--- src/hdl/utf8sd_pkg.sv ---
// ----------------------------------------------------------------------------
// utf8sd_pkg
// Shared constants, byte classes and the result burst type of the UTF-8
// stream decoder.
// ----------------------------------------------------------------------------
`default_nettype none

package utf8sd_pkg;

  localparam int unsigned CpWidth = 21;

  localparam logic [CpWidth-1:0] ReplChar  = 21'h00FFFD;
  localparam logic [CpWidth-1:0] MaxScalar = 21'h10FFFF;
  localparam logic [CpWidth-1:0] Max1Byte  = 21'h00007F;
  localparam logic [CpWidth-1:0] Max2Byte  = 21'h0007FF;
  localparam logic [CpWidth-1:0] Max3Byte  = 21'h00FFFF;

  localparam logic [2:0] SeqNone = 3'd0;
  localparam logic [2:0] Seq2    = 3'd2;
  localparam logic [2:0] Seq3    = 3'd3;
  localparam logic [2:0] Seq4    = 3'd4;

  localparam logic [2:0] MaxBurst = 3'd4;

  typedef enum logic [2:0] {
    BkAscii,
    BkBad,
    BkCont,
    BkLead2,
    BkLead3,
    BkLead4
  } byte_kind_e;

  // cnt items per byte; all but the last are U+FFFD
  typedef struct packed {
    logic [2:0]         cnt;
    logic [CpWidth-1:0] tail_cp;
    logic               tail_rep;
  } burst_t;

  function automatic byte_kind_e classify(input logic [7:0] b);
    byte_kind_e k;
    if (b[7] == 1'b0) begin
      k = BkAscii;
    end else if (b == 8'hC0 || b == 8'hC1 || b >= 8'hF5) begin
      k = BkBad;
    end else if (b[7:6] == 2'b10) begin
      k = BkCont;
    end else if (b[7:5] == 3'b110) begin
      k = BkLead2;
    end else if (b[7:4] == 4'b1110) begin
      k = BkLead3;
    end else begin
      k = BkLead4;
    end
    return k;
  endfunction

endpackage

`default_nettype wire

--- src/hdl/utf8sd_core.sv ---
// ----------------------------------------------------------------------------
// utf8sd_core
// Sequence state (length, bytes held, accumulator) and the per-byte decode
// that yields the burst of results for one input item.
// ----------------------------------------------------------------------------
`default_nettype none

module utf8sd_core (
  input  wire logic              clk_i,
  input  wire logic              rst_ni,
  input  wire logic              accept_i,
  input  wire logic [7:0]        byte_i,
  output utf8sd_pkg::burst_t     burst_o
);

  logic [2:0]  len_q, len_d;
  logic [1:0]  held_q, held_d;
  logic [20:0] acc_q, acc_d;

  utf8sd_pkg::byte_kind_e kind;
  logic [20:0] acc_shift;
  logic [1:0]  held_inc;
  logic [2:0]  pre_cnt;
  logic        bad;

  always_comb begin
    kind      = utf8sd_pkg::classify(byte_i);
    acc_shift = {acc_q[14:0], byte_i[5:0]};
    held_inc  = held_q + 2'd1;
    pre_cnt   = 3'd0;
    bad       = 1'b0;
    len_d     = len_q;
    held_d    = held_q;
    acc_d     = acc_q;
    burst_o.cnt      = 3'd0;
    burst_o.tail_cp  = utf8sd_pkg::ReplChar;
    burst_o.tail_rep = 1'b1;

    if (len_q != utf8sd_pkg::SeqNone && kind == utf8sd_pkg::BkCont) begin
      acc_d  = acc_shift;
      held_d = held_inc;
      if (held_inc == 2'd0 || {1'b0, held_inc} >= len_q) begin
        bad = (len_q == utf8sd_pkg::Seq2 && acc_shift <= utf8sd_pkg::Max1Byte) ||
              (len_q == utf8sd_pkg::Seq3 && acc_shift <= utf8sd_pkg::Max2Byte) ||
              (len_q == utf8sd_pkg::Seq4 && acc_shift <= utf8sd_pkg::Max3Byte) ||
              (acc_shift > utf8sd_pkg::MaxScalar);
        if (bad) begin
          burst_o.cnt = len_q;
        end else begin
          burst_o.cnt      = 3'd1;
          burst_o.tail_cp  = acc_shift;
          burst_o.tail_rep = 1'b0;
        end
        len_d  = utf8sd_pkg::SeqNone;
        held_d = 2'd0;
        acc_d  = '0;
      end
    end else begin
      // no continuation for an open sequence: one replacement per held byte, then byte afresh
      if (len_q != utf8sd_pkg::SeqNone) begin
        pre_cnt = {1'b0, held_q};
      end
      len_d  = utf8sd_pkg::SeqNone;
      held_d = 2'd0;
      acc_d  = '0;
      burst_o.cnt = pre_cnt;
      case (kind)
        utf8sd_pkg::BkAscii: begin
          burst_o.cnt      = pre_cnt + 3'd1;
          burst_o.tail_cp  = {13'd0, byte_i};
          burst_o.tail_rep = 1'b0;
        end
        utf8sd_pkg::BkLead2: begin
          len_d  = utf8sd_pkg::Seq2;
          held_d = 2'd1;
          acc_d  = {16'd0, byte_i[4:0]};
        end
        utf8sd_pkg::BkLead3: begin
          len_d  = utf8sd_pkg::Seq3;
          held_d = 2'd1;
          acc_d  = {17'd0, byte_i[3:0]};
        end
        utf8sd_pkg::BkLead4: begin
          len_d  = utf8sd_pkg::Seq4;
          held_d = 2'd1;
          acc_d  = {18'd0, byte_i[2:0]};
        end
        default: begin
          burst_o.cnt = pre_cnt + 3'd1;
        end
      endcase
    end
  end

  always_ff @(posedge clk_i or negedge rst_ni) begin
    if (!rst_ni) begin
      len_q  <= utf8sd_pkg::SeqNone;
      held_q <= 2'd0;
      acc_q  <= '0;
    end else if (accept_i) begin
      len_q  <= len_d;
      held_q <= held_d;
      acc_q  <= acc_d;
    end
  end

`ifndef SYNTH
  a_len_legal: assert property (@(posedge clk_i) disable iff (!rst_ni)
    len_q == utf8sd_pkg::SeqNone || len_q == utf8sd_pkg::Seq2 ||
    len_q == utf8sd_pkg::Seq3 || len_q == utf8sd_pkg::Seq4)
    else $error("bad sequence length");

  a_held_in_range: assert property (@(posedge clk_i) disable iff (!rst_ni)
    len_q != utf8sd_pkg::SeqNone |-> held_q != 2'd0 && {1'b0, held_q} < len_q)
    else $error("held count outside open sequence");

  a_idle_clear: assert property (@(posedge clk_i) disable iff (!rst_ni)
    len_q == utf8sd_pkg::SeqNone |-> held_q == 2'd0 && acc_q == '0)
    else $error("stale state with no open sequence");
`endif

endmodule

`default_nettype wire

--- src/hdl/utf8_stream_decoder.sv ---
// ----------------------------------------------------------------------------
// utf8_stream_decoder
// UTF-8 byte stream to Unicode code point decoder with U+FFFD replacement.
// ----------------------------------------------------------------------------
// Input channel: one raw byte per item on in_byte_i (in_valid_i/in_stall_o).
// Output channel: code_point_o, replaced_o, last_of_run_o (out_valid_o/
// out_stall_i). Each byte gives 0 to 4 result items; last_of_run_o marks the
// final one of a byte. Lead bytes give none unless they break an open sequence;
// non-final continuations give none. Latency: results of a byte appear the cycle after it is accepted.
// Throughput: one byte per cycle while each byte gives at most one result and
// out_stall_i is low. A byte with several results holds the output register;
// the next byte is taken in the cycle its last result leaves. The limit is the
// single result register, one item a cycle while out_stall_i is low.
// Reset (rst_ni low, asynchronous) closes any open sequence and drops
// undelivered results. While out_stall_i is high the current result holds
// and in_stall_o is raised once no more results may be queued.
// ----------------------------------------------------------------------------
`default_nettype none

module utf8_stream_decoder (
  input  wire logic        clk_i,
  input  wire logic        rst_ni,
  input  wire logic        in_valid_i,
  output logic             in_stall_o,
  input  wire logic [7:0]  in_byte_i,
  output logic             out_valid_o,
  input  wire logic        out_stall_i,
  output logic [20:0]      code_point_o,
  output logic             replaced_o,
  output logic             last_of_run_o
);

  utf8sd_pkg::burst_t burst;

  logic [2:0]  cnt_q, cnt_d;
  logic [20:0] tail_cp_q;
  logic        tail_rep_q;
  logic        in_accept;
  logic        pop;

  assign out_valid_o   = (cnt_q != 3'd0);
  assign pop           = out_valid_o && !out_stall_i;
  assign in_stall_o    = (cnt_q > 3'd1) || (cnt_q == 3'd1 && out_stall_i);
  assign in_accept     = in_valid_i && !in_stall_o;
  assign last_of_run_o = (cnt_q == 3'd1);
  assign code_point_o  = last_of_run_o ? tail_cp_q : utf8sd_pkg::ReplChar;
  assign replaced_o    = last_of_run_o ? tail_rep_q : 1'b1;

  utf8sd_core u_core (
    .clk_i    (clk_i),
    .rst_ni   (rst_ni),
    .accept_i (in_accept),
    .byte_i   (in_byte_i),
    .burst_o  (burst)
  );

  always_comb begin
    cnt_d = cnt_q;
    if (in_accept) begin
      cnt_d = burst.cnt;
    end else if (pop) begin
      cnt_d = cnt_q - 3'd1;
    end
  end

  always_ff @(posedge clk_i or negedge rst_ni) begin
    if (!rst_ni) begin
      cnt_q <= 3'd0;
    end else begin
      cnt_q <= cnt_d;
    end
  end

  always_ff @(posedge clk_i) begin
    if (in_accept) begin
      tail_cp_q  <= burst.tail_cp;
      tail_rep_q <= burst.tail_rep;
    end
  end

`ifndef SYNTH
  a_cnt_bound: assert property (@(posedge clk_i) disable iff (!rst_ni)
    cnt_q <= utf8sd_pkg::MaxBurst)
    else $error("burst count out of range");

  a_lead_items_repl: assert property (@(posedge clk_i) disable iff (!rst_ni)
    out_valid_o && !last_of_run_o |-> replaced_o && code_point_o == utf8sd_pkg::ReplChar)
    else $error("non-final item is not a replacement");

  a_burst_continues: assert property (@(posedge clk_i) disable iff (!rst_ni)
    pop && !last_of_run_o |=> out_valid_o)
    else $error("burst ended before its final item");
`endif

endmodule

`default_nettype wire

--- config.mk ---
export PLATFORM = sky130hd
export DESIGN_NAME = utf8_stream_decoder
export DESIGN_NICKNAME = d
export VERILOG_FILES = /design/src/hdl/utf8sd_pkg.sv /design/src/hdl/utf8sd_core.sv /design/src/hdl/utf8_stream_decoder.sv
export SDC_FILE = /design/constraint.sdc
export NUM_CORES = 1
export LEC_CHECK = 0
export ABC_CLOCK_PERIOD_IN_PS = 1900
export BUFFER_PORTS_ARGS = -buffer_cell sky130_fd_sc_hd__buf_4
export CORE_MARGIN = 4
export CORE_UTILIZATION = 50
export DETAILED_ROUTE_END_ITERATION = 8
export PLACE_DENSITY = 0.75
export SLEW_MARGIN = 10
export SYNTH_ARGS = -nofsm -noshare
export SYNTH_HDL_FRONTEND = slang
export SYNTH_SLANG_ARGS = --single-unit
--- constraint.sdc ---
create_clock -name clk_i -period 1.9 [get_ports clk_i]
set_input_delay 0.285 -clock clk_i [delete_from_list [all_inputs] [get_ports clk_i]]
set_output_delay 0.285 -clock clk_i [all_outputs]
set_load 0.01 [all_outputs]
==> run summary <==
yosys warns = 0
RSZ-0062 raised after global routing = true
Slew HR = 0.6953
Mapped Nets = 231
Via Count = 1898
initial antenna violation count = 0
uppermost layer routed = met4
Req. time, crit path = 2.14 ns
Ports = 37
total global-route track usage = 0.2110
min Tclk post-route = 2.033 ns
I/O Buffers = 36
Yosys reg bits = 45
WL per Instance = 17.67 um
CP Capture Type = flop
# diodes = 0
Async SR Flop Fraction = 0.5111
TritonCTS Sinks = 45
WHS Path Cells = 2
Synth Flop Type = dfrtp_1
sequential share of the synthesized area = 0.5375
Setup CP Type = flop to flop
routed length on met1 = 2484 um
Pins Over Slew Limit = 0
R2R Setup Slk = -0.13 ns
# DRC = 0
final wirelength = 5850 um
die footprint = 5749 um^2
largest net degree at the start of global routing = 25
CTS tree = built
layout cells sized above 1 = 0.4624
EDFF count, synth = 22
Worst Hold Class = input pin to flop
Final Hold Viols = 0
synth-to-layout area growth = 47.66%
cells after synthesis = 212
vias in the first global route = 1853
layout net count = 297
WL met3 = 247 um
pre-CTS setup slack = -0.2104 ns
PD cells = 1222 nW/um^2
worst-path maximum fanout = 5
initial cell density of the core = 0.5210
HPWL Detailed = 3517 um
Static Leakage = 1.422 nW
Crit Reg-Reg Endpoint = u_core.held_q[0]
post-synthesis cell type count = 41
die width = 75.82 um
Cell Rows = 24
worst vdd ir = 0.0007810 V
CP Launch Type = flop
CTS H-Tree Depth = 2
fillers = 271
Critical path origin = u_core.held_q[0]
clock latency on the worst-skew pair = 0.30 ns
initial DRC count = 134
CTS clk-pin slew, worst paths = 0.09 ns
worst setup path endpoint = u_core.held_q[0]
met2 WL = 3062 um
reg2reg start = u_core.held_q[0]
failing checks = setup timing
first-pass GRT wire length = 8942 um
R2R cell count = 8
Final Util = 0.7693
DIE HEIGHT = 75.82 um
root buf cell = clkbuf_8
max frequency = 0.4918 GHz
CTS buffer count = 5
core box area = 4414 um^2
clk_skew = 0.006587 ns
setup ws final = -0.1333 ns
status = finished, violations left
RD Place Congestion = 0.7953
setup violators final = 45
Routed Antenna Nets = 0
Period Utilization, post-route = 1.070
post-DR vias/cell = 5.734
total grt overflow = 0
Max Cap Violations = 0
Clock Tree Buf Depth = 2
Slew @ Worst Pin = 0.4532 ns
Avg Cell Area, Syn = 10.85 um^2
Worst EP arrival = 2.28 ns
mapped cell area = 2300 um^2
Pre-Repair DR Iteration Count = 4
[kinds of logic (layout without fill, tap and decap cells)]
kind of cell / count (synthesis) / after routing / synth area share
compound gates: 59 / 59 / 0.1942
xor+xnor: 1 / 1 / 0.003809
fa+ha+maj: 7 / 7 / 0.03808
simple gates: 74 / 76 / 0.1763
buf+inv: 26 / 91 / 0.05005
flops: 45 / 45 / 0.5375
[cell type report]
class	count	area (um^2)	share of cell area
Sequential cell	45	1239	0.3648
Multi-Input combinational cell	143	1286	0.3788
Timing Repair Buffer	67	655.6	0.1931
Tap cell	52	65.06	0.01916
Clock inverter	3	21.27	0.006264
Clock buffer	5	68.82	0.02027
Inverter	16	60.06	0.01769
[sequential cells by signal (all words and copies together), names as in the netlist]
signal / count
u_core.held_q: 2
u_core.len_q: 3
u_core.acc_q: 15
cnt_q: 3
tail_rep_q: 1
tail_cp_q: 21
[what timing repair did]
action,4_1_cts,5_1_grt
gates resized for setup,21,70
hold endpoints to repair,23,0
pin swaps,14,18
gates cloned,5,0
setup buffers,1,4
hold buffers,1,0
endpoints found under the setup margin,80,76
[worst min-delay path by stage]
stage | startpoint | to
after floorplan | rst_ni | cnt_q[0]
after global placement | rst_ni | u_core.len_q[0]
after detailed placement | rst_ni | u_core.len_q[0]
after CTS | in_byte_i[4] | u_core.acc_q[4]
after global routing | in_byte_i[4] | u_core.acc_q[4]
final | in_byte_i[4] | u_core.acc_q[4]
[synth_stat cells (all sizes together) (6+ instances only)]
library cell	number	area share
dfrtp	23	0.25
edfxtp	22	0.29
nand2b	20	0.058
inv	16	0.026
nand2	15	0.024
a22o	13	0.050
o21a	11	0.036
nor2	10	0.016
and2	8	0.022
o21ai	8	0.017
ha	7	0.038
a21o	6	0.020
clkbuf	6	0.0098
[per-stage QoR]
step	hold WS, ns	instances	setup TNS (ns)	power (mW)	area (um^2)
floorplan	-0.01059	212	-2.656	2.214	2335
global placement	0.1958	312	-3.188	2.762	2796
detailed placement	0.1990	312	-5.701	2.807	2796
CTS	0.2261	327	-5.236	3.650	3032
global route	0.2314	331	-6.664	4.392	3396
finish	0.2402	331	-4.063	4.151	3396
[critical path, cell delays in order, from the launching register on]
cell and delay [ns]:
dfrtp_1 0.43, ha_4 0.30, ha_4 0.19, nor2b_4 0.13, a221oi_4 0.30, nand3_2 0.16, buf_6 0.16, o211ai_1 0.16
o21a_1 0.15
[layer usage]
layer	vias to the layer above	global-route usage
met2	42	0.3707
met1	944	0.2637
met4	0	0.05631
met3	7	0.04222
met5	-	0
li1	905	-
[power by group]
| part | switching, mW | internal [mW] | total, mW |
|---|---|---|---|
| logic | 0.989 | 1.17 | 2.16 |
| clock network | 0.337 | 0.261 | 0.598 |
| registers | 0.168 | 1.23 | 1.40 |
[cells in the final DEF (no fill, tap or decap), types with 3 or more instances in the layout]
cell type	count
buf_4	34
buf_6	28
edfxtp_1	22
dfrtp_1	21
nand2b_4	16
nand2_1	14
inv_1	13
a22o_1	13
o21a_1	11
and2_4	7
a21o_1	6
nand2b_1	6
nor2_1	5
clkbuf_8	5
o21ai_0	4
ha_4	4
inv_2	3
o211ai_1	3
nor2_4	3
a21oi_1	3
a32o_1	3
o21ai_2	3
ha_1	3
buf_12	3
No activity file was read; power rests on OpenSTA's default activity.
